**config.mk**
```make
export PLATFORM = sky130hd
export DESIGN_NAME = upload_slice_tracker_core
export DESIGN_NICKNAME = d
export VERILOG_FILES = /design/src/design/ust_pkg.sv /design/src/design/ust_bitmap.sv /design/src/design/upload_slice_tracker_core.sv
export SDC_FILE = /design/constraint.sdc
export NUM_CORES = 2
export LEC_CHECK = 0
export ABC_AREA = 1
export ABC_CLOCK_PERIOD_IN_PS = 9050
export BUFFER_PORTS_ARGS = -buffer_cell sky130_fd_sc_hd__buf_2
export CAP_MARGIN = 20
export CORE_MARGIN = 2
export CORE_UTILIZATION = 40
export DETAILED_ROUTE_END_ITERATION = 10
export PLACE_DENSITY = 0.6
export SLEW_MARGIN = 20
export SYNTH_ARGS = -nofsm -noshare
export SYNTH_HDL_FRONTEND = slang
export SYNTH_SLANG_ARGS = --single-unit
```
**constraint.sdc**
```tcl
create_clock -name clk -period 9.05 [get_ports clk]
set_clock_uncertainty 0.05 [all_clocks]
set_input_delay 1.81 -clock clk [delete_from_list [all_inputs] [get_ports clk]]
set_output_delay 1.81 -clock clk [all_outputs]
set_load 0.01 [all_outputs]
```
**src/design/ust_pkg.sv**
```systemverilog
// Shared types, constants and helper functions for the upload slice tracker.
// Used by ust_bitmap and upload_slice_tracker_core; depends on nothing else.
`default_nettype none

package ust_pkg;

  localparam int SLICE_SHIFT = 20;
  localparam int SLICE_BYTES = 1 << SLICE_SHIFT;
  localparam int MAX_SLICES  = 1024;

  localparam int FSIZE_W = 31;
  localparam int SLICE_W = 11;
  localparam int LEN_W   = 21;

  // The completion bitmap is held as rows of ROW_BITS flags.
  localparam int ROW_BITS = 32;
  localparam int ROWS     = MAX_SLICES / ROW_BITS;
  localparam int ROW_W    = $clog2(ROWS);
  localparam int BIT_W    = $clog2(ROW_BITS);
  localparam int IDX_W    = ROW_W + BIT_W;

  typedef logic [ROW_BITS-1:0] row_t;

  typedef struct packed {
    logic             clear;
    logic             rd_en;
    logic [ROW_W-1:0] rd_row;
    logic             wr_en;
    logic [ROW_W-1:0] wr_row;
    row_t             wr_data;
  } bm_req_t;

  typedef struct packed {
    logic             found;
    logic [BIT_W-1:0] idx;
  } fz_t;

  // Lowest clear flag of a row.
  function automatic fz_t first_zero(input row_t v);
    fz_t r;
    r.found = 1'b0;
    r.idx   = '0;
    for (int i = ROW_BITS - 1; i >= 0; i--) begin
      if (!v[i]) begin
        r.found = 1'b1;
        r.idx   = BIT_W'(i);
      end
    end
    return r;
  endfunction

endpackage

`default_nettype wire

```
**src/design/ust_bitmap.sv**
```systemverilog
// Completion bitmap of the tracker: a row-organised memory with one valid bit per row.
// Depends on ust_pkg for the row geometry and the request struct.
`default_nettype none

module ust_bitmap
  import ust_pkg::*;
(
  input  wire logic    clk,
  input  wire logic    rst_n,
  input  wire bm_req_t req,
  output row_t         rd_data
);

  row_t            mem [ROWS];
  row_t            rd_q_r;
  logic [ROWS-1:0] row_valid_r;
  logic            rd_valid_r;

  always_ff @(posedge clk) begin
    if (req.wr_en) begin
      mem[req.wr_row] <= req.wr_data;
    end
    if (req.rd_en) begin
      rd_q_r <= mem[req.rd_row];
    end
  end

  // A row never written since the last clear reads as all zero.
  always_ff @(posedge clk) begin
    if (!rst_n) begin
      row_valid_r <= '0;
      rd_valid_r  <= 1'b0;
    end else begin
      if (req.clear) begin
        row_valid_r <= '0;
      end else if (req.wr_en) begin
        row_valid_r[req.wr_row] <= 1'b1;
      end
      if (req.rd_en) begin
        rd_valid_r <= row_valid_r[req.rd_row];
      end
    end
  end

  assign rd_data = rd_valid_r ? rd_q_r : '0;

endmodule

`default_nettype wire

```
**src/design/upload_slice_tracker_core.sv**
```systemverilog
// Top level of the upload slice tracker: request sequencer, context registers, result register.
// Depends on ust_pkg and ust_bitmap.
//
//   channel | ports                                                  | direction
//   --------+--------------------------------------------------------+----------
//   in      | in_valid/in_ready, in_slice_number, in_data_length,    | request in
//           | in_write_ok                                            |
//   out     | out_valid/out_ready, out_next_slice, out_done_count,   | result out
//           | out_count_valid, out_upload_complete                   |
//   cfg     | cfg_valid/cfg_ready, cfg_file_size                     | write in
//
// Every request passes the check state. One that is rejected, meets an inactive tracker or
// reports a failed write goes on to emit; one that allocates a slice without completing one
// passes the allocation state first; one that completes a slice walks scan read, scan check
// and allocation; the lowest unfinished slice pointer advances one 32-bit row per cycle.
// The input is ready only in the idle state while no file size write is offered; a waiting
// result holds the sequencer in its emit state. Reset is synchronous and leaves the tracker
// inactive; writing the file size opens a new context and invalidates every bitmap row at once.
`default_nettype none

module upload_slice_tracker_core
  import ust_pkg::*;
(
  input  wire logic               clk,
  input  wire logic               rst_n,
  input  wire logic               in_valid,
  output      logic               in_ready,
  input  wire logic [SLICE_W-1:0] in_slice_number,
  input  wire logic [LEN_W-1:0]   in_data_length,
  input  wire logic               in_write_ok,
  output      logic               out_valid,
  input  wire logic               out_ready,
  output      logic [SLICE_W-1:0] out_next_slice,
  output      logic [SLICE_W-1:0] out_done_count,
  output      logic               out_count_valid,
  output      logic               out_upload_complete,
  input  wire logic               cfg_valid,
  output      logic               cfg_ready,
  input  wire logic [FSIZE_W-1:0] cfg_file_size
);

  typedef enum logic [2:0] {
    S_IDLE,
    S_CHECK,
    S_SCAN_RD,
    S_SCAN_CHK,
    S_ALLOC,
    S_EMIT
  } state_t;

  state_t state_r;

  // Context
  logic               active_r;
  logic [SLICE_W-1:0] count_r;
  logic [LEN_W-1:0]   last_len_r;
  logic               fzero_r;
  logic [SLICE_W-1:0] low_r;
  logic [SLICE_W-1:0] hi_r;
  logic [SLICE_W-1:0] done_r;

  // Request being worked on
  logic [SLICE_W-1:0] num_r;
  logic [LEN_W-1:0]   len_r;
  logic               ok_r;
  logic [ROW_W-1:0]   scan_row_r;
  logic [BIT_W-1:0]   scan_off_r;

  // Pending result
  logic [SLICE_W-1:0] res_next_r;
  logic               res_valid_r;
  logic               res_comp_r;

  logic               out_valid_r;
  logic [SLICE_W-1:0] out_next_r;
  logic [SLICE_W-1:0] out_done_r;
  logic               out_cv_r;
  logic               out_comp_r;

  logic in_fire;
  logic cfg_fire;

  bm_req_t bm_req;
  row_t    bm_rdata;

  ust_bitmap u_bitmap (
    .clk     (clk),
    .rst_n   (rst_n),
    .req     (bm_req),
    .rd_data (bm_rdata)
  );

  // A file size write takes precedence, so a request never starts in the same cycle.
  assign in_ready  = (state_r == S_IDLE) && !cfg_valid;
  assign cfg_ready = (state_r == S_IDLE);
  assign in_fire   = in_valid & in_ready;
  assign cfg_fire  = cfg_valid & cfg_ready;

  // Slice count rounded up and saturated, and expected length of the last slice.
  logic [FSIZE_W:0]   cfg_sum;
  logic [FSIZE_W:0]   cfg_ceil;
  logic [SLICE_W-1:0] cfg_count;
  logic [LEN_W-1:0]   cfg_last_len;

  always_comb begin
    cfg_sum  = {1'b0, cfg_file_size} + (FSIZE_W + 1)'(SLICE_BYTES - 1);
    cfg_ceil = cfg_sum >> SLICE_SHIFT;
    if (cfg_ceil > (FSIZE_W + 1)'(MAX_SLICES)) begin
      cfg_count = SLICE_W'(MAX_SLICES);
    end else begin
      cfg_count = cfg_ceil[SLICE_W-1:0];
    end
    if (cfg_file_size[SLICE_SHIFT-1:0] == '0) begin
      cfg_last_len = LEN_W'(SLICE_BYTES);
    end else begin
      cfg_last_len = LEN_W'(cfg_file_size[SLICE_SHIFT-1:0]);
    end
  end

  // Length check and bitmap addressing for the latched request.
  logic [SLICE_W-1:0] num_m1;
  logic [SLICE_W-1:0] in_m1;
  logic [SLICE_W-1:0] low_m1;
  logic               pass;
  logic               cur_bit;
  row_t               scan_word;
  fz_t                fz;
  logic [SLICE_W-1:0] found_slice;

  always_comb begin
    num_m1  = num_r - SLICE_W'(1);
    in_m1   = in_slice_number - SLICE_W'(1);
    low_m1  = low_r - SLICE_W'(1);
    pass    = ((num_r < count_r) && (len_r == LEN_W'(SLICE_BYTES))) ||
              ((num_r == count_r) && (len_r == last_len_r));
    cur_bit = bm_rdata[num_m1[BIT_W-1:0]];
    // Flags below the starting offset count as finished.
    scan_word   = bm_rdata | ~({ROW_BITS{1'b1}} << scan_off_r);
    fz          = first_zero(scan_word);
    found_slice = SLICE_W'({scan_row_r, fz.idx}) + SLICE_W'(1);
  end

  always_comb begin
    bm_req         = '0;
    bm_req.clear   = cfg_fire;
    bm_req.wr_row  = num_m1[IDX_W-1:BIT_W];
    bm_req.wr_data = bm_rdata | (row_t'(1) << num_m1[BIT_W-1:0]);
    unique case (state_r)
      S_IDLE: begin
        bm_req.rd_en  = in_fire;
        bm_req.rd_row = in_m1[IDX_W-1:BIT_W];
      end
      S_CHECK: begin
        bm_req.wr_en = active_r && (num_r != '0) && pass && !cur_bit && ok_r;
      end
      S_SCAN_RD: begin
        bm_req.rd_en  = 1'b1;
        bm_req.rd_row = low_m1[IDX_W-1:BIT_W];
      end
      S_SCAN_CHK: begin
        bm_req.rd_en  = !fz.found && (scan_row_r != ROW_W'(ROWS - 1));
        bm_req.rd_row = scan_row_r + ROW_W'(1);
      end
      default: begin
      end
    endcase
  end

  always_ff @(posedge clk) begin
    if (!rst_n) begin
      state_r     <= S_IDLE;
      active_r    <= 1'b0;
      count_r     <= '0;
      last_len_r  <= LEN_W'(SLICE_BYTES);
      fzero_r     <= 1'b1;
      low_r       <= SLICE_W'(1);
      hi_r        <= '0;
      done_r      <= '0;
      out_valid_r <= 1'b0;
    end else begin
      // The emit state always leaves a result in the output register.
      if (out_valid_r && out_ready && (state_r != S_EMIT)) begin
        out_valid_r <= 1'b0;
      end
      if (cfg_fire) begin
        active_r   <= 1'b1;
        count_r    <= cfg_count;
        last_len_r <= cfg_last_len;
        fzero_r    <= (cfg_file_size == '0);
        low_r      <= SLICE_W'(1);
        hi_r       <= '0;
        done_r     <= '0;
      end
      unique case (state_r)
        S_IDLE: begin
          if (in_fire) begin
            num_r       <= in_slice_number;
            len_r       <= in_data_length;
            ok_r        <= in_write_ok;
            res_valid_r <= 1'b0;
            res_comp_r  <= 1'b0;
            state_r     <= S_CHECK;
          end
        end
        S_CHECK: begin
          priority if (!active_r) begin
            res_next_r <= '0;
            state_r    <= S_EMIT;
          end else if ((num_r != '0) && !pass) begin
            res_next_r <= low_r;
            state_r    <= S_EMIT;
          end else if ((num_r != '0) && !cur_bit) begin
            if (!ok_r) begin
              res_next_r <= num_r;
              state_r    <= S_EMIT;
            end else begin
              done_r      <= done_r + SLICE_W'(1);
              res_valid_r <= 1'b1;
              state_r     <= S_SCAN_RD;
            end
          end else begin
            state_r <= S_ALLOC;
          end
        end
        S_SCAN_RD: begin
          scan_row_r <= low_m1[IDX_W-1:BIT_W];
          scan_off_r <= low_m1[BIT_W-1:0];
          state_r    <= S_SCAN_CHK;
        end
        S_SCAN_CHK: begin
          priority if (fz.found) begin
            low_r   <= found_slice;
            state_r <= S_ALLOC;
          end else if (scan_row_r == ROW_W'(ROWS - 1)) begin
            low_r   <= SLICE_W'(MAX_SLICES + 1);
            state_r <= S_ALLOC;
          end else begin
            scan_row_r <= scan_row_r + ROW_W'(1);
            scan_off_r <= '0;
          end
        end
        S_ALLOC: begin
          if (hi_r < count_r) begin
            hi_r <= hi_r + SLICE_W'(1);
          end
          // All slices finished, or an empty file: the context closes.
          priority if ((low_r > count_r) || fzero_r) begin
            active_r   <= 1'b0;
            res_next_r <= '0;
            res_comp_r <= 1'b1;
          end else if (hi_r < count_r) begin
            res_next_r <= hi_r + SLICE_W'(1);
          end else begin
            res_next_r <= low_r;
          end
          state_r <= S_EMIT;
        end
        S_EMIT: begin
          if (!out_valid_r || out_ready) begin
            out_valid_r <= 1'b1;
            out_next_r  <= res_next_r;
            out_done_r  <= done_r;
            out_cv_r    <= res_valid_r;
            out_comp_r  <= res_comp_r;
            state_r     <= S_IDLE;
          end
        end
        default: begin
          state_r <= S_IDLE;
        end
      endcase
    end
  end

  assign out_valid           = out_valid_r;
  assign out_next_slice      = out_next_r;
  assign out_done_count      = out_done_r;
  assign out_count_valid     = out_cv_r;
  assign out_upload_complete = out_comp_r;

endmodule

`default_nettype wire

```
# Word-level counts from Yosys, hierarchy flattened
# Memories as Yosys holds them, arrays and structs flattened. A register that Yosys moved wholly into a read port is not among the register bits.
# Index checks and enable logic that the tools add are counted.
totals:
  register_bits: 184
  mem_bits_rw: 1024
  input_bits: 69
  output_inout_bits: 27
  elab_cells: 203
  n_memories: 1
memory_table:
  columns: ["name", "depth", "width", "read_ports", "rd_ports_with_merged_regs", "wr", "line", "text"]
  rows:
  - ["u_bitmap.mem", 32, 32, 1, 1, 1, "ust_bitmap.sv:14", "row_t mem [ROWS];"]
classes:
  addsub: 8
  n_lt_le_gt_ge: 8
  n_eq_ne: 23
  shift: 2
  mux: 94
  bitwise: 7
  reduce_logical: 37
op_table:
  columns: ["cell", "count"]
  rows:
  - ["2-to-1 mux 11 bit", 20]
  - ["2-to-1 mux 6 bit", 32]
  - ["bitwise OR 32 bit", 3]
  - ["adder 31 x 20 -> 32 bit (second input constant)", 1]
  - ["2-to-1 mux 32 bit", 1]
  - ["NOT 32 bit", 1]
  - ["left shift 1 x 5 -> 32 bit (first input constant)", 1]
  - ["left shift 32 x 5 -> 32 bit (first input constant)", 1]
  - ["logical NOT 31 bit", 1]
  - ["subtractor 10 x 1 -> 10 bit (second input constant)", 3]
  - ["2-to-1 mux 3 bit", 8]
  - ["adder 11 x 1 -> 11 bit (second input constant)", 2]
  - ["< comparator 11 bit", 2]
  - ["one-hot mux 11 bit (2 select lines)", 1]
  - ["equality test 21 bit", 1]
  - ["equality test 21 bit (second input constant)", 1]
  - ["2-to-1 mux 21 bit", 1]
  - ["logical NOT 20 bit", 1]
  - ["2-to-1 mux 5 bit", 4]
  - ["one-hot mux 5 bit (2 select lines)", 2]
  - ["< comparator 5 x 6 -> 1 bit (second input constant)", 3]
  - ["2-to-1 mux 1 bit", 18]
  - ["one-hot mux 3 bit (6 select lines)", 1]
  - ["one-hot mux 6 bit (3 select lines)", 1]
  - ["30 further kinds", 69]

# Logic depth before layout (Yosys ltp)
logic_depth:
  ltp_word: 40
  ltp_mapped: 34
  ltp_nobuf: 33

# By module
# Synthesis repeated with hierarchy kept, for this count alone.
unflattened:
  hier_cells: 4982
  hier_area_um2: 54015.6
by_module_without_submodules:
  columns: ["module", "n_inst", "cells_each", "area_each_um2", "seq_area_each_um2"]
  rows:
  - ["ust_bitmap", 1, 3603, 43850.8, 32371.0]
  - ["upload_slice_tracker_core", 1, 1379, 10164.7, 3823.7]

# Least setup slack after synthesis
# OpenSTA, ideal clock, no wires.
synth_path:
  path_type: "input -> register"
  startpoint: "input rst_n"
  endpoint: "register out_cv_r (netlist: out_count_valid) (enable)"
  setup_time_ns: 0.466
  arrival_time_ns: 4.738
  required_ns: 8.534
  setup_slack_ns: 3.796
  cell_stages: 4
  path_buffers: 2
  cell_sequence: "clkbuf_1 inv_1 clkbuf_1 nor4_1"
synth_via:
  elab_chain_cells: 1
synth_lines:
  columns: ["item", "line", "text"]
  rows:
  - ["start, declared", "upload_slice_tracker_core.sv:25", "input wire logic rst_n,"]
  - ["AND reduction 3 bit (no source line)", null, null]
  - ["end signal, assigned", "upload_slice_tracker_core.sv:263", "out_cv_r <= res_valid_r;"]
  - ["end, declared", "upload_slice_tracker_core.sv:77", "logic out_cv_r;"]
# Every way passes these cells.
# A chain may end at the register's enable or synchronous reset.

# Worst setup path after layout
layout_path:
  startpoint: "register num_r[0]"
  endpoint: "memory u_bitmap.mem[23][19] (netlist bit) (enable)"
layout_via:
  elab_chain_cells: 9
  elab_cells_between_ends: 17
  cone_classes: "1 x add/sub; 1 x order compare; 1 x eq/ne; 5 x mux; 9 x reduce/logical"
layout_lines:
  columns: ["item", "line", "text"]
  rows:
  - ["start, declared", "upload_slice_tracker_core.sv:63", "logic [SLICE_W-1:0] num_r;"]
  - ["start signal, assigned", "upload_slice_tracker_core.sv:197", "num_r <= in_slice_number;"]
  - ["subtractor 10 x 1 -> 10 bit (tied with other cells)", "upload_slice_tracker_core.sv:131", "num_m1 = num_r - SLICE_W'(1);"]
  - ["binary-select mux 1 bit (select 5 bit) (tied with other cells)", "upload_slice_tracker_core.sv:136", "cur_bit = bm_rdata[num_m1[BIT_W-1:0]];"]
  - ["2-to-1 mux 1 bit (not written as such) or logical OR 1 bit (tied branches)", "upload_slice_tracker_core.sv:136, upload_slice_tracker_core.sv:134", null]
  - ["logical NOT 1 bit or logical AND 1 bit (tied branches)", "upload_slice_tracker_core.sv:154", "bm_req.wr_en = active_r && (num_r != '0) && pass && !cur_bit && ok_r;"]
  - ["logical AND 1 bit (2 in a row)", "upload_slice_tracker_core.sv:154", null]
  - ["2-to-1 mux 1 bit", "upload_slice_tracker_core.sv:148", "unique case (state_r)"]
  - ["2-to-1 mux 1 bit", "ust_bitmap.sv:20", "if (req.wr_en) begin"]
  - ["2-to-1 mux 1 bit (not written as such)", "ust_bitmap.sv:21", "mem[req.wr_row] <= req.wr_data;"]
  - ["end, declared", "ust_bitmap.sv:14", null]
# Several ways; a longest one is shown, not always the timed one. The select of a mux whose other input is x is not followed.

==> run metrics <==
Crit path largest cell delay 0.93 ns; Synth Instances about 4000; Num CTS Buffers 135; global-route wire length before repair 216000 µm; die area 133000 µm²; Syn Nets ~4200; Layout area overhead 14.2%; WS Path Type register to register; combinational share of power 9.4%; via count 34400; Setup violations, final 0; initial DRC count 3805; Root Buffer clkbuf_16; Slew headroom 25.8%; Final Routed Wirelength 146000 µm; hold buffer count at CTS 0; Nets 4278; Max Fclk 151 MHz; Worst-Margin Slew 1.11 ns; Starting Density 40.2%; crit path max fanout 22; Clock power frac 41.7%; post-cts resize count 0; Slowest-stage cell, CP edfxtp_1; Post-synth EDFFs 1136; dpl hpwl around 86000 µm; final period utilization 73.0%; DIE WIDTH 365 µm; Internal 9800 µW; worst skew pair latency ~0.75 ns; ratio of cells with drive above 1 in the final layout around 11%; crit path DAT 6.91 ns; P_sw 3200 µW; Synth Warn # 0; Post-CTS Setup Bufs 0; crit path capture type register; most used flip-flop cell after synthesis edfxtp_1; Post-Layout Inst Area 59500 µm²; Worst Setup Start Kind register; vias in the first global route 32800; ANT nets after route 0; total power 13000 µW; Clk pin slew, worst setup/hold paths 0.06 ns; ranking of synthesized cells by area edfxtp_1 (66%), mux2i_1 (5.1%), o21ai_0 (4.1%); gr ovfl total 0; first-pass iteration count of the detailed router 6; required time of the critical path 9.36 ns; # port buffers 95; initial antenna violation count 3; Final TNS setup 0 ns; post-synthesis register bit count about 1200; I/O pin total between 90 and 100; count of cell types in the netlist 55; CTS tree yes; row cnt between 100 and 150; placed cell area 55000 µm²; pin count of the biggest net entering global routing between 150 and 200; die height 365 µm; wire length per cell around 24 µm; final core utilization 46.0%; Post-synth top cells edfxtp_1 (1136), nor2_1 (507), o21ai_0 (431); CTS H-tree depth 4; Pwr Density 219 nW/µm²; RSZ-0062 raised after global routing false; clock tree buffer depth 3; max_cap viols 0; worst hold slack 0.369 ns; min Tclk post-route around 6.6 ns; Pleak 0.0199 µW; most common cell in the synthesized netlist edfxtp_1; asr flop ratio synth 0%; Crit path max-delay family simple AND/OR/NAND/NOR gates; top-area cell type share of the netlist area 65.5%; Slew Viols, Final 0; Flop pwr share between 40% and 50%; Sw Ratio 24.6%; worst min path class register to register; cells along the critical path inv_2, ha_1, xnor2_1, buf_4, inv_1, a221oi_1, nor3_1, o21ai_0, nand3_1, nor3_1, nand2_1, nor2_1, nand2_1, nor2_4, buf_4; drt drc 0; Crit path buffers/inverters 4; Post-Syn Area 52000 µm²; Hold Fails Final Rpt 0; worst vdd ir ~0.00012 V; clock sink total about 1200; syn avg cell area 12.8 µm²; DR vias/cell 5.72; GP Congestion slightly below 0.9; Core Area about 130000 µm²; GRT Total Usage 21.7%; sequential share of the synthesized area 69.5%; top cell type by total area after synthesis edfxtp_1; status finished, final reports clean
## sequential cells by signal, summed over array words and instances (netlist names), 3 cells and up
register              flops
state_r                   3
u_bitmap.mem           1024
u_bitmap.row_valid_r     32
res_next_r               11
scan_row_r                5
num_r                    11
len_r                    21
low_r                    11
scan_off_r                5
done_r                   11
u_bitmap.rd_q_r          32
count_r                  11
out_done_count           11
last_len_r               21
hi_r                     11
out_next_slice           11
## power by group through the flow
| stage | Clock (µW) | Sequential (µW) | Combinational, µW |
|---|---|---|---|
| after floorplan | 0 | 6450 | 819 |
| after global placement | 0 | 6470 | 1210 |
| after detailed placement | 0 | 6470 | 1220 |
| after CTS | 5510 | 6350 | 1220 |
| after global routing | 5740 | 6350 | 1340 |
| final | 5420 | 6350 | 1230 |
## stage by stage
| stage | setup WS [ns] | cells |
|---|---|---|
| 2_1_floorplan | 3.80 | 4074 |
| 3_3_place_gp | 2.42 | 5763 |
| 3_5_place_dp | 2.46 | 5769 |
| 4_1_cts | 2.42 | 6018 |
| 5_1_grt | 2.26 | 6021 |
| 6_report | 2.45 | 6022 |
## cell families (layout without fill, tap and decap cells)
family | after synthesis | count (layout) | synth area share (%)
XOR/XNOR | 29 | 29 | 0.488
buffers and inverters | 442 | 646 | 3.48
adder cells (fa/ha/maj) | 43 | 43 | 1.03
flip-flops | 1240 | 1240 | 69.5
AO/OA/AOI/OAI | 1054 | 1054 | 12.4
AND/OR/NAND/NOR | 1001 | 1001 | 7.94
other | 0 | 2 | 0
multiplexers | 265 | 265 | 5.10
## layout make-up
type	instances	area (µm²)
diodes	2	5.00
clock buffers	182	3690
clock inverters	67	699
fillers	11500	69900
inverters	204	782
multi-input cells	2392	14500
flip-flops and latches	1240	36200
well taps	1742	2180
repair buffers	193	1380
## cell usage in the layout, fill, tap and decap left out, types with 8 or more instances in the layout
master	n
clkbuf_1	38
o22ai_1	177
a21oi_1	82
mux2i_1	265
xor2_1	25
buf_2	95
inv_1	182
clkbuf_16	139
o211ai_1	109
clkinv_2	23
buf_12	8
inv_2	14
o21ai_1	44
dfxtp_1	104
buf_4	86
clkinv_1	23
nor4_1	16
o21a_1	38
nor2_4	35
nand3_1	95
nand4_1	37
nor2_1	474
nand2_1	289
o221ai_1	97
a31oi_1	36
nor3_1	28
o21ai_4	9
edfxtp_1	1136
o21ai_2	18
bufinv_16	8
ha_1	43
o21ai_0	399
## metal layers
layer	part of all wire, %	track usage (%)
met5	0	0
met2	47	35.5
met3	7.0	3.22
met4	2.5	6.40
met1	43	30.1
## path summary, 6_finish.rpt
kind                            depth (start not counted)                        endpoint  slack [ns]                     from
worst max-delay path                                   15  u_bitmap.mem[23][19]$_DFFE_PP_        2.45       num_r[0]$_DFFE_PP_
worst max register to register                         15  u_bitmap.mem[23][19]$_DFFE_PP_        2.45       num_r[0]$_DFFE_PP_
worst min register to register                          0     out_next_slice[4]$_DFFE_PP_        0.37  res_next_r[4]$_DFFE_PP_
worst min-delay path                                    0     out_next_slice[4]$_DFFE_PP_        0.37  res_next_r[4]$_DFFE_PP_
Note: power is estimated with default switching activity, not from simulation.
